## config.mk

```make
export PLATFORM = sky130hd
export DESIGN_NAME = grc_queue
export DESIGN_NICKNAME = d
export VERILOG_FILES = /design/src/rtl/grc_pkg.sv /design/src/rtl/grc_queue.sv
export SDC_FILE = /design/constraint.sdc
export NUM_CORES = 1
export LEC_CHECK = 0
export BUFFER_PORTS_ARGS = -buffer_cell sky130_fd_sc_hd__buf_2
export CAP_MARGIN = 20
export CORE_MARGIN = 1
export CORE_UTILIZATION = 45
export DETAILED_ROUTE_END_ITERATION = 8
export PLACE_DENSITY = 0.78
export SETUP_SLACK_MARGIN = 0.02
export SKIP_CTS_REPAIR_TIMING = 1
export SLEW_MARGIN = 20
export SYNTH_ARGS = -nofsm -noshare
export SYNTH_HDL_FRONTEND = slang
export SYNTH_SLANG_ARGS = --single-unit
```

## constraint.sdc

```tcl
create_clock -name i_clk -period 7 [get_ports i_clk]
set_input_delay 0 -clock i_clk [delete_from_list [all_inputs] [get_ports i_clk]]
set_output_delay 0 -clock i_clk [all_outputs]
set_load 0.01 [all_outputs]
```

## src/rtl/grc_pkg.sv

```systemverilog
package grc_pkg;

    localparam int QUEUE_DEPTH = 2;

    localparam logic [7:0]  TRIG_THRESHOLD = 8'd30;
    localparam logic [7:0]  TRIG_FULL      = 8'hFF;
    localparam logic [15:0] GUIDE_BIT      = 16'h0400;
    localparam logic [4:0]  CODE_NONE      = 5'd0;
    localparam logic [4:0]  CODE_LT        = 5'd15;
    localparam logic [4:0]  CODE_RT        = 5'd16;
    localparam logic [4:0]  CODE_MAX       = 5'd16;
    localparam logic [2:0]  HELD_MAX       = 3'd7;

    localparam logic [2:0] REG_REMAP_ENABLE   = 3'd0;
    localparam logic [2:0] REG_MAP_LOW        = 3'd1;
    localparam logic [2:0] REG_MAP_HIGH       = 3'd2;
    localparam logic [2:0] REG_CHORD_ENABLE   = 3'd3;
    localparam logic [2:0] REG_CHORD_FIRST    = 3'd4;
    localparam logic [2:0] REG_CHORD_SECOND   = 3'd5;
    localparam logic [2:0] REG_HOLD_POLLS     = 3'd6;
    localparam logic [2:0] REG_COOLDOWN_POLLS = 3'd7;

    localparam logic        RST_REMAP_ENABLE   = 1'b1;
    localparam logic [39:0] RST_MAP_LOW        = 40'd282600803393;
    localparam logic [39:0] RST_MAP_HIGH       = 40'd566345739593;
    localparam logic        RST_CHORD_ENABLE   = 1'b0;
    localparam logic [4:0]  RST_CHORD_FIRST    = 5'd10;
    localparam logic [4:0]  RST_CHORD_SECOND   = 5'd0;
    localparam logic [2:0]  RST_HOLD_POLLS     = 3'd3;
    localparam logic [5:0]  RST_COOLDOWN_POLLS = 6'd30;

    typedef struct packed {
        logic        remap_enable;
        logic [39:0] map_low;
        logic [39:0] map_high;
        logic        chord_enable;
        logic [4:0]  chord_first;
        logic [4:0]  chord_second;
        logic [2:0]  hold_polls;
        logic [5:0]  cooldown_polls;
    } t_cfg;

    typedef struct packed {
        logic [15:0]        buttons;
        logic [7:0]         lt_level;
        logic [7:0]         rt_level;
        logic signed [15:0] lx;
        logic signed [15:0] ly;
        logic signed [15:0] rx;
        logic signed [15:0] ry;
        logic               suppressed;
        logic               fire;
    } t_item;

    typedef struct packed {
        logic [15:0]        buttons;
        logic [7:0]         lt_level;
        logic [7:0]         rt_level;
        logic signed [15:0] lx;
        logic signed [15:0] ly;
        logic signed [15:0] rx;
        logic signed [15:0] ry;
        logic               menu_fire;
    } t_result;

    function automatic logic [15:0] code_bit(input logic [4:0] code);
        logic [15:0] b;
        case (code)
            5'd1:    b = 16'h1000;
            5'd2:    b = 16'h2000;
            5'd3:    b = 16'h4000;
            5'd4:    b = 16'h8000;
            5'd5:    b = 16'h0100;
            5'd6:    b = 16'h0200;
            5'd7:    b = 16'h0040;
            5'd8:    b = 16'h0080;
            5'd9:    b = 16'h0010;
            5'd10:   b = 16'h0020;
            5'd11:   b = 16'h0001;
            5'd12:   b = 16'h0002;
            5'd13:   b = 16'h0004;
            5'd14:   b = 16'h0008;
            default: b = 16'h0000;
        endcase
        return b;
    endfunction

    function automatic logic code_valid(input logic [4:0] code);
        return (code != CODE_NONE) && (code <= CODE_MAX);
    endfunction

    function automatic logic is_held(input logic [4:0] code, input logic [15:0] btn,
                                     input logic [7:0] lt, input logic [7:0] rt);
        logic h;
        if (!code_valid(code)) begin
            h = 1'b0;
        end else if (code == CODE_LT) begin
            h = (lt >= TRIG_THRESHOLD);
        end else if (code == CODE_RT) begin
            h = (rt >= TRIG_THRESHOLD);
        end else begin
            h = |(btn & code_bit(code));
        end
        return h;
    endfunction

    function automatic logic [7:0] level_of(input logic [4:0] code, input logic [15:0] btn,
                                            input logic [7:0] lt, input logic [7:0] rt);
        logic [7:0] v;
        if (code == CODE_LT) begin
            v = lt;
        end else if (code == CODE_RT) begin
            v = rt;
        end else begin
            v = is_held(code, btn, lt, rt) ? TRIG_FULL : 8'd0;
        end
        return v;
    endfunction

endpackage

```

## src/rtl/grc_queue.sv

```systemverilog
module grc_queue
    import grc_pkg::*;
#(
    parameter int DEPTH = QUEUE_DEPTH
) (
    input  logic  i_clk,
    input  logic  i_rst_n,
    input  logic  i_push,
    input  t_item i_item,
    output logic  o_ready,
    input  logic  i_pop,
    output logic  o_valid,
    output t_item o_item
);

    localparam int PW = (DEPTH > 1) ? $clog2(DEPTH) : 1;
    localparam int CW = $clog2(DEPTH + 1);

    t_item          r_mem [DEPTH];
    logic [PW-1:0]  r_wr, r_rd;
    logic [CW-1:0]  r_count;

    assign o_ready = (r_count != CW'(DEPTH));
    assign o_valid = (r_count != '0);
    assign o_item  = r_mem[r_rd];

    always_ff @(posedge i_clk) begin
        if (i_push) begin
            r_mem[r_wr] <= i_item;
        end
    end

    always_ff @(posedge i_clk) begin
        if (!i_rst_n) begin
            r_wr    <= '0;
            r_rd    <= '0;
            r_count <= '0;
        end else begin
            if (i_push) begin
                r_wr <= (r_wr == PW'(DEPTH - 1)) ? '0 : r_wr + PW'(1);
            end
            if (i_pop) begin
                r_rd <= (r_rd == PW'(DEPTH - 1)) ? '0 : r_rd + PW'(1);
            end
            if (i_push && !i_pop) begin
                r_count <= r_count + CW'(1);
            end else if (i_pop && !i_push) begin
                r_count <= r_count - CW'(1);
            end
        end
    end

endmodule

```

# == Word-level counts from Yosys, hierarchy flattened ==
# Memory sizes are Yosys's and may differ from the RTL's. A register that Yosys moved wholly into a read port is not among the register bits.
# Cells that the tools add are included.
# totals
regBits,4
mem_bits_rw,196
in_bits,102
out_inout_bits,100
mem_count,1
# mem_list
memory,depth,word_bits,rd,rd_clocked_by_memory_dff,wr,line,text
r_mem,2,98,1,1,1,grc_queue.sv:19,t_item r_mem [DEPTH];
# op_classes
add_sub_neg,4
eq_ne,1
mux,8
n_reduce_logical,6
# op_table
operator,n
$mux 1,6
$mux 2,2
$reduce_bool 2->1,2
$add 1x1->1 const B,2
$add 2x1->2 const B,1
$logic_and 1x1->1,2
$logic_not 1->1,2
$ne 2x2->1 const B,1
$sub 2x1->2 const B,1

# == Depth between registers and ports, before layout ==
# Gate-level depths: netlist of run 1.
# depth
ltp_word,4
ltp_mapped,5
ltp_nobuf,5

# == Least setup slack after synthesis of run 1 ==
# OpenSTA, ideal clock, no wires.
# synth_path
path_kind,register to register
from,register r_wr
to,"memory r_mem[0][0] (netlist name), enable pin"
setup_time_ps,568
t_arrival_ps,4657
t_required_ps,6432
slack_ps,1775
stages_incl_launch_ff,2
path_buffers,0
cell_sequence,dfxtp_1 -> nor2b_1
# synth_rtl
element,line,text
"start, declared",grc_queue.sv:20,"logic [PW-1:0] r_wr, r_rd;"
"start signal, assigned",grc_queue.sv:40,r_wr <= (r_wr == PW'(DEPTH - 1)) ? '0 : r_wr + PW'(1);
"end, declared",grc_queue.sv:19,
# No word-level cell before the write port.

==> impl_metrics.csv, run 1 <==
group,metric,value,unit
global_route,antenna_found_initial,0,
critical_path,critPathRequiredTime,7000,ps
sta,period_needed,2569,ps
clock_tree,clk_latency,470,ps
synthesis,ys_ff_latch,201,
sta,report.final.setup_viol,0,
route,drt_iter0_markers,199,
place,dp_cells,737,
place,gp_congestion,0.6990,
synthesis,synth.mux.area_fraction,0.1601,
clock_tree,cts_buffers,21,
sta,whs,82.76,ps
clock_tree,clockBufferDepth,3,
floorplanning,die_w,129.9,um
floorplanning,initial_core_util,0.4619,
route,wl_per_cell,16.55,um
floorplanning,core-area,0.01594,sq mm
finish,drive_above_1_share,0.5106,
clock_tree,cts.reportedPaths.clkPinSlew,60,ps
synthesis,ys_warn_count,0,
run,cap_viol_max_count,0,
place,place_ws,4891,ps
critical_path,cp_cell_sequence,"buf_4, mux2_2, buf_2",
floorplanning,dieArea,0.01688,sq mm
route,drt_wl_total,14.47,mm
pwr,power,2.729,mW
synthesis,ys_top_cells_by_area,"edfxtp_1 (80%), mux2_2 (12%), mux2_4 (4.1%)",
synthesis,netlist_area,0.007363,sq mm
clock_tree,htreeDepth,1,
synthesis,synthArstFlopShare,0,
pwr,seqPwrFrac,0.518,
sta,tightest_slew,971.6,ps
synthesis,synth_edf_count,196,
sta,setup_tns,0,ps
global_route,grt_pass1_vias,3810,
pwr,peakVddDrop,0.0001644,V
floorplanning,fp.dieH,129.9,um
finish,instances_no_fill,874,
sta,relSlewSlack,0.3523,
clock_tree,cts_tree,"done",
global_route,grt_usage,0.1487,
global_route,grt_overflow,0,
synthesis,yosysSeqAreaShare,0.8129,
finish,nets,748,
floorplanning,io_pins,202,
synthesis,synth_top_area_cell,"edfxtp_1",
sta,period_share,0.3670,
critical_path,cp_slowest_stage_delay,760,ps
finish,fillCellCount,1099,
synthesis,synth_fa_ha_area_frac,0.001699,
critical_path,arrival,2570,ps
pwr,pwr-share-clk,0.366,
critical_path,cp_slowest_cell,"buf_4",
synthesis,synth_compound_area_frac,0.002719,
synthesis,yosysMostFrequentCell,"edfxtp_1",
synthesis,synth_common_cells,"edfxtp_1 (196), mux2_2 (78), mux2_4 (20)",
synthesis,synth_cells,327,
finish,antenna_cells,0,
sta,slew_viol_final,0,
pwr,powerDensity,266.6,mW/mm^2
pwr,internal-power,2.145,mW
synthesis,yosysTopAreaCellShare,0.7993,
route,vias_per_cell,4.738,
place,dp_hpwl,8.527,mm
critical_path,criticalPathCategory,"flop to output port",
global_route,grt_first_pass_wirelength,19.07,mm
place,numPortBuffers,201,
critical_path,start_kind,"flop",
min_path,hp-class,"primary input to flop",
sta,timing.fmax,389.2,MHz
pwr,switching_share,0.2140,
clock_tree,cts_root_buf,"clkbuf_16",
route,remaining_drc_errors,0,
route,drt_pass1_iterations,5,
critical_path,cp_max_fo,64,
floorplanning,num_rows,46,
synthesis,synth_nets,430,
sta,worst_clock_skew,5.216,ps
sta,rsz0062_at_grt,"no",
pwr,leakagePower,3.926,nW
global_route,grt_max_degree,65,
sta,final-hold-violation-count,0,
finish,syn2layout_area_growth,39.03,%
clock_tree,clock_sink_count,201,
critical_path,r2r_setup_slack,4860,ps
route,vias,4141,
synthesis,ys.flop_type,"edfxtp_1",
synthesis,synthXorXnorAreaFrac,0.003568,
route,ant_nets,0,
pwr,comb_power_share,0.115,
run_status,status,"finished, final reports clean",
synthesis,synth_top_family_by_area,"multiplexers",
pwr,p_sw,0.5841,mW
synthesis,synth.distinct_cells,18,
critical_path,endpoint_kind,"output port",
synthesis,syn_avg_cell_area,22.52,sq um
sta,worst_slack,4431,ps
synthesis,synthSimpleGateAreaFrac,0.007647,
-- routing by layer --
metal	track usage	routed length, um
met3	0.04100	809
met2	0.2617	7629
met4	0.05130	294
met5	0	0
met1	0.1757	5736
-- stage by stage --
stage	util	instance area (sq um)
final	0.6421	10240
after global routing	0.6421	10240
after CTS	0.5787	9226
after detailed placement	0.5396	8603
after global placement	0.5396	8603
after floorplan	-	7363
-- worst max-delay path: cells and delay by family (launching register included) --
kind | cells | cell delay (ps)
flip-flops | 1 | 630
buffers and inverters | 2 | 910
multiplexers | 1 | 430
-- power groups by stage --
stage,sequential [mW],clock [mW],combinational (mW)
CTS,1.42,1.03,0.270
global route,1.42,1.07,0.340
floorplan,1.43,0,0.164
global placement,1.44,0,0.262
detailed placement,1.44,0,0.268
finish,1.42,1.00,0.315
-- cells by family after synthesis --
kind of cell             count (synthesis)
flip-flops                             201
multiplexers                            98
buffers and inverters                   12
AND/OR/NAND/NOR                          9
AO/OA/AOI/OAI                            3
XOR/XNOR                                 3
adder cells (fa/ha/maj)                  1
-- final timing paths --
check | startpoint | depth (start not counted) | endpoint
hold reg to reg | r_count[1] | 2 | r_count[1]
hold / removal | i_push | 4 | r_count[1]
setup / recovery | flop | 3 | o_item[89]
setup reg to reg | r_wr | 2 | r_mem[1][56]
-- sequential cells by signal, indices dropped and copies added (netlist names), named ones only --
name,cells
r_mem,196
r_count,2
r_rd,1
r_wr,1
-- placed cells by master, fill, tap and decap left out --
master,count
inv_1,1
xor2_1,2
dfxtp_1,4
bufinv_16,1
buf_4,4
or3_1,1
and2_1,3
o21ai_0,1
dfxtp_4,1
and2_4,1
clkinvlp_4,1
nor2b_4,1
dlygate4sd3_1,101
clkinv_1,5
clkbuf_16,21
or2_2,1
buf_2,201
mux2_2,78
xnor2_1,1
mux2_4,20
edfxtp_1,196
clkinv_4,1
o21a_1,1
nor2b_1,1
clkbuf_1,2
ha_1,1
nand2b_1,1
clkinv_2,5
a21boi_1,1
-- final cells by class --
class / instances / area [sq um] / area share
clock buffer: 23 / 533.0 / 0.05207
clock inverter: 13 / 90.09 / 0.008800
inverter: 1 / 3.754 / 0.0003667
multi-input combinational: 114 / 1304 / 0.1274
sequential: 201 / 5989 / 0.5851
tap: 216 / 270.3 / 0.02640
timing repair buffer: 306 / 2047 / 0.2000
Note: power is estimated with default switching activity, not from simulation.
==> inputs of run 2 (changes only) <==
clock period = 2.4 ns   (was 7 ns; I/O delays follow)
==> run 2 against run 1 <==
  * Clock power increased to 2.8 times the previous value
  * Clock skew increased by 2.6 ps
  * Sequential power increased to 2.9 times the previous value
  * Routed wire length increased by 3.9%
  * Global-route usage increased by 0.36 points
  * Via count increased by 0.89%
  * Combinational power increased to 3.0 times the previous value
  * Non-clock buffer count increased by 2
==> impl_metrics.csv, run 2 (synthesized netlist as in run 1, its figures left out) <==
group,metric,value,unit
run,cap_viol_max_count,0,
critical_path,cp_max_fo,50,
finish,drive_above_1_share,0.5061,
place,dp_hpwl,8.700,mm
clock_tree,clockBufferDepth,3,
pwr,powerDensity,767.7,mW/mm^2
critical_path,critPathRequiredTime,2400,ps
finish,final_common_cell,"buf_2",
clock_tree,cts.reportedPaths.clkPinSlew,60,ps
critical_path,r2r_setup_slack,760,ps
min_path,hp-class,"primary input to flop",
finish,largest_reg_flops,196,
sta,slew_viol_final,0,
floorplanning,dieArea,0.01688,sq mm
critical_path,arrival,1720,ps
clock_tree,clk_latency,480,ps
route,drt_wl_total,15.04,mm
sta,final-hold-violation-count,0,
sta,worst_clock_skew,7.829,ps
sta,rsz0062_at_grt,"no",
finish,nets,750,
clock_tree,clock_sink_count,201,
clock_tree,cts_buffers,21,
global_route,grt_usage,0.1523,
route,wl_per_cell,17.17,um
place,numPortBuffers,201,
critical_path,criticalPathCategory,"flop to output port",
sta,worst_slack,681.8,ps
finish,instances_no_fill,876,
clock_tree,htreeDepth,1,
floorplanning,fp.dieH,129.9,um
place,place_ws,925.1,ps
critical_path,start_kind,"flop",
route,drt_pass1_iterations,5,
finish,top_register,"r_mem",
sta,period_share,0.7159,
finish,final_cell_mix,"buf_2 (201), edfxtp_1 (196), dlygate4sd3_1 (101), mux2_2 (78), clkbuf_16 (21)",
place,gp_congestion,0.7029,
sta,timing.fmax,582.0,MHz
global_route,antenna_found_initial,0,
sta,period_needed,1718,ps
finish,syn2layout_area_growth,39.73,%
route,remaining_drc_errors,0,
floorplanning,core-area,0.01594,sq mm
global_route,grt_overflow,0,
global_route,grt_first_pass_wirelength,19.60,mm
route,vias,4178,
critical_path,endpoint_kind,"output port",
floorplanning,io_pins,202,
floorplanning,die_w,129.9,um
sta,relSlewSlack,0.7056,
floorplanning,initial_core_util,0.4619,
global_route,grt_max_degree,72,
global_route,grt_pass1_vias,3981,
route,drt_iter0_markers,163,
sta,report.final.setup_viol,0,
route,ant_nets,0,
run_status,status,"finished, final reports clean",
sta,setup_tns,0,ps
sta,tightest_slew,441.5,ps
finish,largestRegisters,"r_mem (196), r_count (2)",
route,vias_per_cell,4.769,
place,dp_cells,739,
clock_tree,cts_tree,"done",
floorplanning,num_rows,46,
finish,antenna_cells,0,
pwr,peakVddDrop,0.0005634,V
pwr,leakagePower,3.940,nW
clock_tree,cts_root_buf,"clkbuf_16",
==> run 2: cell count changes in the layout (fill, tap and decap cells not counted), moves of 3 or more <==
cell      delta
buf_12       +5
clkinv_2     -3
buf_4        -3
clkbuf_1     +3
==> run 2: per-layer routing <==
layer | wire length (um) | vias to the layer above | global-route usage
li1 | - | 1938 | -
met1 | 5686 | 2053 | 0.1702
met2 | 8160 | 155 | 0.2825
met3 | 855 | 32 | 0.04018
met4 | 335 | 0 | 0.04788
met5 | 0 | - | 0
==> run 2: worst paths after layout <==
path              startpoint         end  cells after the start
setup / recovery        flop  o_item[83]                      3
hold reg to reg   r_count[1]  r_count[1]                      2
hold / removal        i_push  r_count[1]                      4
setup reg to reg        r_wr        r_wr                      4
==> run 2: cell type report <==
class | instances | area (sq um)
Clock buffer | 26 | 544.3
Clock inverter | 10 | 52.55
Fill cell | 1079 | 5654
Inverter | 1 | 3.754
Multi-Input combinational cell | 114 | 1304
Sequential cell | 201 | 5989
Tap cell | 216 | 270.3
Timing Repair Buffer | 308 | 2125
==> run 2: worst max-delay path, cell delays in order, from the launching register on <==
cell	delay [ps]
dfxtp_4	370
buf_12	290
mux2_2	400
buf_2	140
==> run 2: stage by stage <==
| stage | util | hold slack (ps) | area [sq um] | total power [mW] |
|---|---|---|---|---|
| after global routing | 0.6453 | 80.05 | 10290 | 8.190 |
| after floorplan | - | 98.87 | 7372 | 4.647 |
| final | 0.6453 | 63.12 | 10290 | 7.899 |
| after CTS | 0.5819 | -320.8 | 9278 | 7.841 |
| after detailed placement | 0.5445 | 191.6 | 8681 | 5.006 |
| after global placement | 0.5445 | 187.8 | 8681 | 4.968 |
==> run 2: power by group <==
group | switching [mW] | leakage, nW | internal [mW]
Clock | 1.22 | 0.292 | 1.61
Sequential | 0.0518 | 1.88 | 4.06
Combinational | 0.446 | 1.77 | 0.513
