--- config.mk ---
export PLATFORM = sky130hd
export DESIGN_NAME = grc_back
export DESIGN_NICKNAME = d
export VERILOG_FILES = /design/src/rtl/grc_pkg.sv /design/src/rtl/grc_back.sv
export SDC_FILE = /design/constraint.sdc
export NUM_CORES = 1
export LEC_CHECK = 0
export BUFFER_PORTS_ARGS = -buffer_cell sky130_fd_sc_hd__buf_2
export CAP_MARGIN = 20
export CORE_MARGIN = 4
export CORE_UTILIZATION = 50
export DETAILED_ROUTE_END_ITERATION = 10
export PLACE_DENSITY = 0.91
export SYNTH_ARGS = -nofsm -noshare
export SYNTH_HDL_FRONTEND = slang
export SYNTH_SLANG_ARGS = --single-unit
--- constraint.sdc ---
create_clock -name i_clk -period 5.97 [get_ports i_clk]
set_clock_uncertainty 0.05 [all_clocks]
set_input_delay 0.2985 -clock i_clk [delete_from_list [all_inputs] [get_ports i_clk]]
set_output_delay 0.2985 -clock i_clk [all_outputs]
set_load 0.02 [all_outputs]
--- src/rtl/grc_pkg.sv ---
package grc_pkg;

    localparam int QUEUE_DEPTH = 2;

    localparam logic [7:0]  TRIG_THRESHOLD = 8'd30;
    localparam logic [7:0]  TRIG_FULL      = 8'hFF;
    localparam logic [15:0] GUIDE_BIT      = 16'h0400;
    localparam logic [4:0]  CODE_NONE      = 5'd0;
    localparam logic [4:0]  CODE_LT        = 5'd15;
    localparam logic [4:0]  CODE_RT        = 5'd16;
    localparam logic [4:0]  CODE_MAX       = 5'd16;
    localparam logic [2:0]  HELD_MAX       = 3'd7;

    localparam logic [2:0] REG_REMAP_ENABLE   = 3'd0;
    localparam logic [2:0] REG_MAP_LOW        = 3'd1;
    localparam logic [2:0] REG_MAP_HIGH       = 3'd2;
    localparam logic [2:0] REG_CHORD_ENABLE   = 3'd3;
    localparam logic [2:0] REG_CHORD_FIRST    = 3'd4;
    localparam logic [2:0] REG_CHORD_SECOND   = 3'd5;
    localparam logic [2:0] REG_HOLD_POLLS     = 3'd6;
    localparam logic [2:0] REG_COOLDOWN_POLLS = 3'd7;

    localparam logic        RST_REMAP_ENABLE   = 1'b1;
    localparam logic [39:0] RST_MAP_LOW        = 40'd282600803393;
    localparam logic [39:0] RST_MAP_HIGH       = 40'd566345739593;
    localparam logic        RST_CHORD_ENABLE   = 1'b0;
    localparam logic [4:0]  RST_CHORD_FIRST    = 5'd10;
    localparam logic [4:0]  RST_CHORD_SECOND   = 5'd0;
    localparam logic [2:0]  RST_HOLD_POLLS     = 3'd3;
    localparam logic [5:0]  RST_COOLDOWN_POLLS = 6'd30;

    typedef struct packed {
        logic        remap_enable;
        logic [39:0] map_low;
        logic [39:0] map_high;
        logic        chord_enable;
        logic [4:0]  chord_first;
        logic [4:0]  chord_second;
        logic [2:0]  hold_polls;
        logic [5:0]  cooldown_polls;
    } t_cfg;

    typedef struct packed {
        logic [15:0]        buttons;
        logic [7:0]         lt_level;
        logic [7:0]         rt_level;
        logic signed [15:0] lx;
        logic signed [15:0] ly;
        logic signed [15:0] rx;
        logic signed [15:0] ry;
        logic               suppressed;
        logic               fire;
    } t_item;

    typedef struct packed {
        logic [15:0]        buttons;
        logic [7:0]         lt_level;
        logic [7:0]         rt_level;
        logic signed [15:0] lx;
        logic signed [15:0] ly;
        logic signed [15:0] rx;
        logic signed [15:0] ry;
        logic               menu_fire;
    } t_result;

    function automatic logic [15:0] code_bit(input logic [4:0] code);
        logic [15:0] b;
        case (code)
            5'd1:    b = 16'h1000;
            5'd2:    b = 16'h2000;
            5'd3:    b = 16'h4000;
            5'd4:    b = 16'h8000;
            5'd5:    b = 16'h0100;
            5'd6:    b = 16'h0200;
            5'd7:    b = 16'h0040;
            5'd8:    b = 16'h0080;
            5'd9:    b = 16'h0010;
            5'd10:   b = 16'h0020;
            5'd11:   b = 16'h0001;
            5'd12:   b = 16'h0002;
            5'd13:   b = 16'h0004;
            5'd14:   b = 16'h0008;
            default: b = 16'h0000;
        endcase
        return b;
    endfunction

    function automatic logic code_valid(input logic [4:0] code);
        return (code != CODE_NONE) && (code <= CODE_MAX);
    endfunction

    function automatic logic is_held(input logic [4:0] code, input logic [15:0] btn,
                                     input logic [7:0] lt, input logic [7:0] rt);
        logic h;
        if (!code_valid(code)) begin
            h = 1'b0;
        end else if (code == CODE_LT) begin
            h = (lt >= TRIG_THRESHOLD);
        end else if (code == CODE_RT) begin
            h = (rt >= TRIG_THRESHOLD);
        end else begin
            h = |(btn & code_bit(code));
        end
        return h;
    endfunction

    function automatic logic [7:0] level_of(input logic [4:0] code, input logic [15:0] btn,
                                            input logic [7:0] lt, input logic [7:0] rt);
        logic [7:0] v;
        if (code == CODE_LT) begin
            v = lt;
        end else if (code == CODE_RT) begin
            v = rt;
        end else begin
            v = is_held(code, btn, lt, rt) ? TRIG_FULL : 8'd0;
        end
        return v;
    endfunction

endpackage

--- src/rtl/grc_back.sv ---
module grc_back
    import grc_pkg::*;
(
    input  logic    i_clk,
    input  logic    i_rst_n,
    input  t_cfg    i_cfg,
    input  logic    i_head_valid,
    input  t_item   i_head,
    output logic    o_pop,
    output logic    o_valid,
    input  logic    i_ready,
    output t_result o_result
);

    logic       r_valid;
    t_result    r_result, n_result;
    logic [79:0] map;
    logic [4:0]  dcode [16];
    logic        ident;

    assign o_pop    = i_head_valid && (!r_valid || i_ready);
    assign o_valid  = r_valid;
    assign o_result = r_result;
    assign map      = {i_cfg.map_high, i_cfg.map_low};

    always_comb begin
        ident = 1'b1;
        for (int d = 0; d < 16; d++) begin
            dcode[d] = map[5*d +: 5];
            if (dcode[d] != 5'(d + 1)) begin
                ident = 1'b0;
            end
        end

        n_result.buttons   = i_head.buttons;
        n_result.lt_level  = i_head.lt_level;
        n_result.rt_level  = i_head.rt_level;
        n_result.lx        = i_head.lx;
        n_result.ly        = i_head.ly;
        n_result.rx        = i_head.rx;
        n_result.ry        = i_head.ry;
        n_result.menu_fire = i_head.fire;

        if (i_head.suppressed) begin
            n_result.buttons  = 16'h0000;
            n_result.lt_level = 8'd0;
            n_result.rt_level = 8'd0;
            n_result.lx       = '0;
            n_result.ly       = '0;
            n_result.rx       = '0;
            n_result.ry       = '0;
        end else if (i_cfg.remap_enable && !ident) begin
            n_result.buttons = i_head.buttons & GUIDE_BIT;
            for (int d = 0; d < 14; d++) begin
                if (is_held(dcode[d], i_head.buttons, i_head.lt_level,
                            i_head.rt_level)) begin
                    n_result.buttons = n_result.buttons | code_bit(5'(d + 1));
                end
            end
            n_result.lt_level = level_of(dcode[14], i_head.buttons,
                                         i_head.lt_level, i_head.rt_level);
            n_result.rt_level = level_of(dcode[15], i_head.buttons,
                                         i_head.lt_level, i_head.rt_level);
        end
    end

    always_ff @(posedge i_clk) begin
        if (o_pop) begin
            r_result <= n_result;
        end
    end

    always_ff @(posedge i_clk) begin
        if (!i_rst_n) begin
            r_valid <= 1'b0;
        end else if (o_pop) begin
            r_valid <= 1'b1;
        end else if (i_ready) begin
            r_valid <= 1'b0;
        end
    end

endmodule

After elaboration in Yosys (flattened, before gate mapping). Memories as Yosys holds them, arrays and structs flattened. Index checks and enable logic that the tools add are counted. Widths: inputs -> output; s select.

Order comparisons: 18. Equality and inequality tests: 48. Multiplexer cells: 283. Bitwise gates (word level): 30. Reductions and logical operators: 54.

Operators with widths (number): $mux 16 (178); $and 16x16->16 (16); $reduce_or 16->1 (16); $or 16x16->16 (13); $mux 1 (98); $eq 5x4->1 const B (16); $eq 5x5->1 const B (16); $le 5x5->1 const B (16); $reduce_bool 5->1 (16); $mux 8 (6); $ne 5x4->1 const B (8); $mux 32 (1); $ne 5x3->1 const B (4); $logic_and 1x1->1 (18); $ge 8x5->1 const B (2); $or 11x16->16 (1); $ne 5x2->1 const B (2); $ne 5x1->1 const B (1); $ne 5x5->1 const B (1); $logic_not 1->1 (2); $reduce_bool 2->1 (1); $logic_or 1x1->1 (1).

Register bits: 98. Bits in read-only memories: 3584. Output and inout bits: 99. Memories kept: 16.

Memories: (name not given) (depth 16, width 14, rd ports 1, clocked after Yosys merged registers in 0, write ports 0, RTL line grc_pkg.sv:68) `case (code)`; (name not given) (depth 16, width 14, rd ports 1, clocked after Yosys merged registers in 0, write ports 0, RTL line grc_pkg.sv:68); (name not given) (depth 16, width 14, rd ports 1, clocked after Yosys merged registers in 0, write ports 0, RTL line grc_pkg.sv:68); (name not given) (depth 16, width 14, rd ports 1, clocked after Yosys merged registers in 0, write ports 0, RTL line grc_pkg.sv:68); (name not given) (depth 16, width 14, rd ports 1, clocked after Yosys merged registers in 0, write ports 0, RTL line grc_pkg.sv:68); (name not given) (depth 16, width 14, rd ports 1, clocked after Yosys merged registers in 0, write ports 0, RTL line grc_pkg.sv:68); +10 memories.

Logic depth before layout (Yosys ltp). Gate-level depths: netlist (run 1).

Depth after elaboration: 86. Depth in mapped cells: 12.

Worst setup path after synthesis (run 1). No wires, ideal clock.

Path kind: reg-to-reg. Start: reg r_valid, in the netlist o_valid. End: reg r_result (netlist bit o_result[0]) (enable). Library setup time: 0.577 ns. Arrival: 5.065 ns. Required time: 5.343 ns. Slack: 0.278 ns. Cell stages (with the launch flop): 3. Clock period less this slack: 5.692 ns. Cells stage by stage: dfxtp_1 -> nor2b_1 -> nor2b_1.

Cells in the longest elaborated chain, start to end: 3.

RTL lines: start: declaration (RTL line grc_back.sv:15) `logic r_valid;`; start signal: assignment (RTL line grc_back.sv:75) `r_valid <= 1'b0;`; start signal: assignment (RTL line grc_back.sv:77) `r_valid <= 1'b1;`; start signal: assignment (RTL line grc_back.sv:79) `r_valid <= 1'b0;`; $logic_not 1->1 (RTL line grc_back.sv:21) `assign o_pop = i_head_valid && (!r_valid || i_ready);`; $logic_or 1x1->1 (RTL line grc_back.sv:21); $logic_and 1x1->1 (RTL line grc_back.sv:21); via o_pop (RTL line grc_back.sv:9) `output logic o_pop,`; end signal: assignment (RTL line grc_back.sv:69) `r_result <= n_result;`; end: declaration (RTL line grc_back.sv:16) `t_result r_result, n_result;`.

The timed path passes the listed nets, and every way through them passes these cells. A chain may end at the register's enable or synchronous reset.

Final worst setup path (run 1).
Start: in i_cfg[57] (netlist bit). End: reg r_result (netlist bit o_result[89]) (data pin).

Cells in the longest elaborated chain, start to end: 5.

RTL lines: start: declaration (RTL line grc_back.sv:6) `input t_cfg i_cfg,`; $ne 5x5->1 (RTL line grc_back.sv:30) `if (dcode[d] != 5'(d + 1)) begin`; $mux 1 (RTL line grc_back.sv:30); $logic_not 1->1 (RTL line grc_back.sv:52) `end else if (i_cfg.remap_enable && !ident) begin`; $logic_and 1x1->1 (RTL line grc_back.sv:52); $mux 32 (RTL line grc_back.sv:52).

Every way passes these cells.

==> results.md, run 1 <==
* Status: completed
* Largest net degree at the start of global routing at 80
* Post-synth EDFFs at 97
* Initial antenna violation count at 5
* Highest metal used: met5
* Worst Hold Path EP: o_result[0]
* Worst-Skew Late Latency at 0.34 ns
* Unrepaired setup endpoints after global routing: false
* PD cells at 208 mW/mm^2
* Initial Util at just over 50%
* Combinational fraction of design power at between 20 and 25%
* CTS tree: yes
* Post-route ant nets at 0
* Post-CTS setup buffers at 0
* Sw Pwr at slightly below 0.6 mW
* Dpl cells at 1,132
* Die height at 130 um
* Slew headroom at 34.3%
* Final setup fails at 0
* Hold Crit Start: i_head[0]
* Yosys warns at 0
* Cell Count, Final, Fillers Out at 1,150
* Final min period at 3.29 ns
* Metal2 WL at 12,200 um
* Core ar. at 0.0145 mm^2
* Max Clk Rate at just over 0.3 GHz
* 1st-pass router iterations at 5
* # DRC at 0
* Largest area contributor in the netlist: edfxtp_1
* Slowest library cell on the worst path: or4_4
* Overflow after GRT at 0
* CP startpoint kind: input port
* Peak VDD IR at about 0.00013 V
* Post-cts sizing count at 0
* Number of port buffers at 281
* Setup TNS Final at 0 ns
* Synth area leaders: edfxtp_1 (39%), nor2b_1 (6.4%), mux2i_1 (5.9%)
* Tcrit/Tclk final at 55.0%
* Depth of the worst register-to-register path at 3
* Root Driver: clkbuf_16
* Crit path cell chain: buf_2 > nor4_1 > ha_1 > nor4b_2 > nand4_1 > or4_4 > o21ai_2 > buf_4 > a2111oi_0 > a32o_1
* Via density at between 6 and 7
* Yosys reg bits at 98
* Post-Route WL at about 25,000 um
* Vias in the first global route at 6,827
* Predominant post-synthesis flop cell: edfxtp_1
* Syn Area/Cell at 9.94 um^2
* Hold Crit Class: in -> reg
* Nets at around 1,200
* Die W at between 100 and 150 um
* Clock share of power at 31.4%
* FP Rows at between 40 and 50
* Clock transition at path regs at 0.08 ns
* Kind of critical path: in -> reg
* Flop2flop setup slack at 3.68 ns
* GRT Total Usage at between 20% and 30%
* Slew Viols, Final at 0
* Max FO, Critical Path at 19
* Sequential area share after synthesis at 39.4%
* Unique cell type count in the Yosys netlist at 69
* Final hold vios at 0
* Cells after Synth at 749
* M1 WL at 8950 um
* P_int at 1.29 mW
* CP Data Required Time at roughly 6.0 ns
* Post-synth top cells: edfxtp_1 (97), nor2b_1 (76), clkbuf_1 (55), nand2_1 (46), mux2i_1 (44)
* Most common cell in the synthesized netlist: edfxtp_1
* Hold-fix buffers, CTS at 0
* Reg-to-Reg End: o_result[26]
* Clk buf depth at 2
* Least-Margin Pin Slew at 0.983 ns
* Post-Syn Area at 0.00745 mm^2
* Die area at 0.0169 mm^2
* Async SR Flop Fraction at 0%
* GPL Wtd Cong at 0.918
* Worst r2r src: o_valid
* Layout area overhead at 21.5%
* Power share of the sequential group at 43.7%
* Syn nets at 968
* Avg WL per Cell at 21.5 um
* Cells on Worst Hold Path at 1
* CTS buffer count at 9
* Top-Level Pins at slightly above 300
* Sink Count at 98
* Largest stage delay, worst path at 0.52 ns
* Vias at 7,309
* Worst setup EP type: flop
* Max cap viols at 0
* Share of the synthesized area in the top cell type at 39.1%
* First-pass GRT wire length at 36,500 um
* Met3 WL at 2820 um
* Leakage at between 3 and 4 nW
* CTS H-tree depth at 3
* Critical Path AT at 3.33 ns
* DR iter-0 viols at 650
* Switching Share at 31.3%
* DP HPWL at 17,500 um
* Share of cells above drive strength 1 at around 36%
==> placed cells by master, fill, tap and decap left out, types with 16 or more instances in the layout <==
cell type	Yosys	routed
nor4_1	20	20
buf_2	20	281
nand3_1	20	20
ha_1	16	16
nand2_1	46	46
nor2_1	19	19
nor2b_1	76	75
mux2i_1	44	44
nand3b_1	21	21
nand4_1	16	16
edfxtp_1	97	97
o21ai_0	27	27
a21oi_1	42	42
==> through the flow <==
step                area, um^2  hold slack [ns]  setup WS [ns]  utilization [%]  total power [mW]
global route              9050           0.0783           2.49             62.3              1.96
global placement          8740            0.431           2.41             60.1              1.29
floorplan                 7450            0.347          0.278                -              1.14
finish                    9050           0.0896           2.68             62.3              1.88
detailed placement        8740            0.440           2.36             60.1              1.30
CTS                       9040           0.0800           2.73             62.2              1.89
==> state kept, by name (all words and copies together), names as in the netlist <==
register	cells
o_valid	1
o_result	97
==> power groups by stage <==
stage | logic [mW] | registers, mW | clock network (mW)
after floorplan | 0.234 | 0.903 | 0
final | 0.469 | 0.823 | 0.590
after detailed placement | 0.463 | 0.839 | 0
after global routing | 0.505 | 0.827 | 0.627
after CTS | 0.465 | 0.823 | 0.601
after global placement | 0.450 | 0.837 | 0
==> worst max-delay path, delay by kind of cell <==
family | cells | cell delay [ns]
simple gates | 4 | 1.20
buf+inv | 2 | 0.50
fa+ha+maj | 1 | 0.49
compound gates | 3 | 0.81
==> worst max path at each step <==
| stage | cells after the start | startpoint | end | slack [ns] |
|---|---|---|---|---|
| 2_1_floorplan | 2 | o_valid | o_result[0] | 0.28 |
| 3_5_place_dp | 10 | i_cfg[57] | o_result[89] | 2.36 |
| 5_1_grt | 10 | i_cfg[57] | o_result[89] | 2.49 |
| 3_3_place_gp | 10 | i_cfg[57] | o_result[89] | 2.41 |
| 4_1_cts | 10 | i_cfg[57] | o_result[89] | 2.73 |
| 6_report | 10 | i_cfg[57] | o_result[89] | 2.68 |
==> cell families after synthesis <==
kind of cell,Yosys count,share of synthesized area [%]
buffers and inverters,93,5.48
muxes,72,12.3
AOI/OAI and AO/OA,170,15.9
adders and majority gates,16,2.69
and+or+nand+nor,300,24.3
DFF,98,39.4
==> final cells by class <==
type / instances / area, um^2
fill: 1200 / 5480
clock inverter: 7 / 81.3
sequential: 98 / 2930
inverter: 7 / 26.3
antenna: 2 / 5.00
multi-input combinational: 558 / 4110
clock buffer: 9 / 225
tap: 184 / 230
timing repair buffer: 285 / 1440
==> per-layer routing <==
metal  global-route usage (%)  vias to the layer above
met5                        0                        -
met4                     10.9                        6
met3                     7.33                       73
met2                     47.2                      458
met1                     33.4                     3458
li1                         -                     3314
Note: power is estimated with default switching activity, not from simulation.
==> run 2: changes to the inputs <==
Clock period 5.97 ns to 3.2 ns, I/O delays scaled along.
==> run 2 against run 1 <==
Routed wire length up 0.13%. Non-clock buffer count rose by 4. Die area unchanged. Sequential share of layout area shrank 0.18 points. Utilization rose by 0.34 points. Count of clock-buffer cells in the layout is the same. Via count rose by 0.41%. Global-route usage about the same. Largest cell class unchanged.
==> results.md, run 2 (synthesized netlist as in run 1, its figures left out) <==
* Status: completed
* Final Core Density at 62.6% (+0.34 points)
* Initial antenna violation count at 7 (+2)
* Die area at 0.0169 mm^2 (unchanged)
* Critical Path AT at 2.49 ns (-0.84 ns)
* CTS H-tree depth at 3 (unchanged)
* Number of port buffers at 281 (unchanged)
* Sink Count at 98 (unchanged)
* Core ar. at 0.0145 mm^2 (unchanged)
* Layout area overhead at 22.2%
* Post-cts sizing count at 0 (unchanged)
* CTS tree: yes
* DR iter-0 viols at 834 (+28%)
* DP HPWL at 17,300 um (-1.4%)
* Final min period at 2.45 ns
* Slew Viols, Final at 0 (unchanged)
* GPL Wtd Cong at 0.945 (+3.0%)
* Share of cells above drive strength 1 at 36.2% (-0.046 points)
* Peak VDD IR at 0.000244 V (+89%)
* Largest register FFs at 97 (unchanged)
* Die W at 130 um (unchanged)
* Hold-fix buffers, CTS at 3 (+3)
* Top-Level Pins at 302 (unchanged)
* Max Clk Rate at 0.408 GHz
* Worst setup EP type: flop
* Slew headroom at 46.4% (+12 points)
* Final setup fails at 0 (unchanged)
* CP Data Required Time at 3.24 ns (-2.77 ns)
* Vias in the first global route at 6,812 (-0.22%)
* Root Driver: clkbuf_16
* CP startpoint kind: input port
* Initial Util at 51.2% (unchanged)
* Vias at 7,339 (+0.41%)
* Leading cell types in the layout, fill and taps excluded: buf_2 (281), edfxtp_1 (97), nor2b_1 (75), nand2_1 (46), mux2i_1 (44)
* Post-Route WL at 24,700 um (+0.13%)
* Hold Crit Class: in -> reg
* Overall power at 3.51 mW (+87%)
* Avg WL per Cell at 21.4 um (-0.21%)
* Max cap viols at 0 (unchanged)
* Post-CTS setup buffers at 0 (unchanged)
* Max FO, Critical Path at 16 (-3)
* PD cells at 386 mW/mm^2 (+86%)
* GRT Total Usage at 27.7% (+0.038 points)
* CTS buffer count at 9 (unchanged)
* Tcrit/Tclk final at 76.5%
* Clock transition at path regs at 0.08 ns (about the same)
* # DRC at 0 (unchanged)
* Setup TNS Final at 0 ns (unchanged)
* Overflow after GRT at 0 (unchanged)
* Clk buf depth at 2 (unchanged)
* P_int at 2.42 mW (+87%)
* Sw Pwr at 1.10 mW (+86%)
* FP Rows at 44 (unchanged)
* Nets at 1,182 (+0.34%)
* Switching Share at 31.2% (-0.10 points)
* Post-route ant nets at 0 (unchanged)
* Kind of critical path: in -> reg
* Largest net degree at the start of global routing at 95 (+19%)
* Final hold vios at 0 (unchanged)
* Die height at 130 um (unchanged)
* Leakage at 3.82 nW (+0.62%)
* Clock share of power at 31.2% (-0.2 points)
* Via density at 6.36 (about the same)
* 1st-pass router iterations at 5 (unchanged)
* Worst-Skew Late Latency at 0.34 ns (about the same)
* Combinational fraction of design power at 25.0% (about the same)
* First-pass GRT wire length at 36,400 um (-0.23%)
* Power share of the sequential group at 43.8% (about the same)
* Least-Margin Pin Slew at 0.799 ns (-0.184 ns)
* Commonest non-fill, non-tap cell in the layout: buf_2
* Unrepaired setup endpoints after global routing: false
[run 2: worst max-delay path, stage by stage]
cell and delay (ns):
buf_2 0.15, nor4_1 0.33, ha_1 0.27, nor4b_2 0.22, nand4_1 0.12, or4_4 0.51, o21ai_2 0.15, buf_4 0.24
a2111oi_0 0.09, a32o_1 0.25
[run 2: final timing paths]
kind                    from  slack [ns]           end  cells past startpoint
setup / recovery   i_cfg[57]        0.75  o_result[89]                     10
hold / removal    i_head[52]        0.05  o_result[51]                      2
setup reg to reg     o_valid        1.60  o_result[24]                      3
hold reg to reg      o_valid        0.79   o_result[6]                      2
[run 2: metrics by stage]
step,area [um^2],hold WS [ns],cells,setup WS [ns]
5_1_grt,9100,0.0413,1153,0.661
3_5_place_dp,8760,0.293,1133,0.430
6_report,9100,0.0509,1154,0.751
2_1_floorplan,7450,0.209,749,0.437
3_3_place_gp,8760,0.293,1133,0.491
4_1_cts,9090,0.0351,1152,0.794
[run 2: final cells by class]
cell class / count / area, um^2
diodes: 2 / 5.00
clock buffers: 9 / 225
clock inverters: 7 / 81.3
fillers: 1228 / 5430
inverters: 7 / 26.3
multi-input cells: 558 / 4110
flip-flops and latches: 98 / 2930
well taps: 184 / 230
repair buffers: 289 / 1490
[run 2: power groups by stage]
stage	sequential, mW	clock (mW)	combinational (mW)
2_1_floorplan	1.68	0	0.438
3_3_place_gp	1.56	0	0.841
3_5_place_dp	1.57	0	0.860
4_1_cts	1.54	1.12	0.867
5_1_grt	1.55	1.17	0.942
6_report	1.54	1.10	0.877
[run 2: per-layer routing]
| metal | track usage (%) | part of all wire, % | vias up |
|---|---|---|---|
| li1 | - | - | 3322 |
| met1 | 34.1 | 36 | 3417 |
| met2 | 46.5 | 49 | 509 |
| met3 | 6.63 | 12 | 79 |
| met4 | 11.9 | 2.5 | 12 |
| met5 | 0 | 0.33 | - |
==> run 3: changes to the inputs <==
Settings changed: CORE_UTILIZATION 50 to 45, PLACE_DENSITY 0.91 to 0.87.
Clock period 3.2 ns to 2 ns, I/O delays scaled along.
==> run 3 against run 2 <==
Flip-flop and latch count stayed put. Critical path type unchanged. Setup slack worse by 0.96 ns. Final cell count rose by 14%. Via count is 7.7% higher. Routed wire length is 12% higher. Register-to-register slack got worse by 1.1 ns. The run now ends with negative setup slack left.
==> results.md, run 3 (synthesized netlist as in run 1, its figures left out) <==
* Status: finished with violations
* Failing checks: negative setup slack
* Fin area at 0.0103 mm^2 (+13%)
* Hold Crit Class: in -> reg
* CP Data Required Time at 2.05 ns (-1.19 ns)
* Post-Route WL at 27,700 um (+12%)
* Max FO, Critical Path at 8 (-8)
* Nets at 1,312 (+11%)
* Dpl cells at 1,284 (+13%)
* CP startpoint kind: input port
* Worst-Skew Late Latency at 0.34 ns (about the same)
* Vias in the first global route at 7,544 (+11%)
* Via density at 6.01 (-5.6%)
* 1st-pass router iterations at 5 (unchanged)
* Crit. Startpoint: i_cfg[56]
* Commonest non-fill, non-tap cell in the layout: buf_2
* Share of cells above drive strength 1 at 43.9% (+7.7 points)
* Post-route ant nets at 0 (unchanged)
* Max Clk Rate at 0.452 GHz
* Post-DP Area at 0.00977 mm^2 (+12%)
* DP HPWL at 21,300 um (+23%)
* Worst setup EP type: flop
* DR iter-0 viols at 672 (-19%)
* Least-Margin Pin Slew at 0.637 ns (-0.162 ns)
* # DRC at 0 (unchanged)
* Hold Crit Start: i_head[60]
* Top-Level Pins at 302 (unchanged)
* Overall power at 5.87 mW (+67%)
* GRT Total Usage at 28.3% (+0.57 points)
* Die W at 137 um (+5.1%)
* Initial Util at 46.4% (-4.9 points)
* CTS buffer count at 9 (unchanged)
* Cell Count, Final, Fillers Out at 1,316 (+14%)
* PD cells at 570 mW/mm^2 (+48%)
* Sink Count at 98 (unchanged)
* Number of port buffers at 281 (unchanged)
* Die height at 137 um (+5.1%)
* Kind of critical path: in -> reg
* Worst r2r src: o_valid
* Final Core Density at 64.1% (+1.5 points)
* Leading cell types in the layout, fill and taps excluded: buf_2 (279), buf_4 (119), edfxtp_1 (97), nor2b_1 (74), nand2_1 (45)
* CTS H-tree depth at 3 (unchanged)
* Avg WL per Cell at 21.0 um (-1.8%)
* Critical Path AT at 2.26 ns (-0.23 ns)
* Leakage at 4.49 nW (+17%)
* Tcrit/Tclk final at 110%
* Slew Viols, Final at 0 (unchanged)
* First-pass GRT wire length at 40,800 um (+12%)
* Clk buf depth at 2 (unchanged)
* Final setup fails at 23 (+23)
* GPL Wtd Cong at 0.985 (+4.2%)
* Slew headroom at 57.4% (+11 points)
* Final min period at 2.21 ns
* Largest net degree at the start of global routing at 66 (-31%)
* FP Rows at 46 (+4.5%)
* Root Driver: clkbuf_16
* Final hold vios at 0 (unchanged)
* CTS tree: yes
* Unrepaired setup endpoints after global routing: true
* Clock transition at path regs at 0.08 ns (about the same)
* Max cap viols at 0 (unchanged)
* Vias at 7,903 (+7.7%)
* Layout area overhead at 38.2%
* Initial antenna violation count at 6 (-1)
* # fillers at 1,291 (+5.1%)
* Overflow after GRT at 0 (unchanged)
* Fin worst setup slack at -0.210 ns (-0.961 ns)
* Peak VDD IR at 0.000426 V (+74%)
* Largest register FFs at 97 (unchanged)
* Die area at 0.0187 mm^2 (+10%)
* Hold WS at 0.0111 ns (-0.0398 ns)
* Core ar. at 0.0161 mm^2 (+10%)
==> run 3: cell types whose count changed in the layout (fill, tap and decap cells not counted), moves of 2 or more <==
cell	delta
buf_6	+4
buf_4	+115
dlygate4sd3_1	+8
buf_12	+4
a21oi_1	-2
buf_2	-2
a21oi_2	+2
==> run 3: final timing paths <==
check	to	slack, ns	depth (start not counted)
max reg2reg	o_result[0]	0.51	3
min	o_result[59]	0.01	2
min reg2reg	o_result[75]	0.71	2
max	o_result[66]	-0.21	9
==> run 3: cell type report <==
type                       count  area (um^2)  share of cell area, %
multi-input combinational    558         4190                   40.7
tap                          216          270                   2.63
clock inverter                 7         81.3                  0.791
timing repair buffer         419         2560                   24.9
clock buffer                   9          225                   2.19
inverter                       7         26.3                  0.255
antenna                        2         5.00                 0.0486
sequential                    98         2930                   28.5
==> run 3: per-layer routing <==
layer / GRT usage [%] / up-vias / share of wire [%]
met5: 0 / - / 0.18
met4: 16.0 / 8 / 6.2
met3: 6.95 / 132 / 11
met2: 47.6 / 533 / 48
met1: 32.8 / 3650 / 35
li1: - / 3580 / -
==> run 3: what timing repair did <==
item                       CTS  global route
pin swaps                    9             7
buffers inserted             0             3
hold buffers                11             0
resized for setup            8            11
setup endpoints to repair   23            23
hold endpoints to repair    10             0
==> run 3: stage by stage <==
step,setup WS [ns],TNS (ns)
detailed placement,-0.607,-12.55
finish,-0.210,-3.21
global placement,-0.474,-9.21
CTS,-0.177,-2.67
global route,-0.266,-4.95
floorplan,-0.507,-55.25
==> run 3: power by group <==
part | switching (mW) | internal [mW]
Combinational | 0.934 | 0.735
Clock | 0.845 | 0.891
Sequential | 0.0437 | 2.42
Total | 1.82 | 4.05
==> run 3: critical path, stage by stage <==
cell	delay, ns
buf_8	0.10
nor4_4	0.28
ha_2	0.25
nor4b_4	0.22
nand4_1	0.15
or4_4	0.47
o21a_4	0.25
and4_4	0.21
a32o_1	0.22
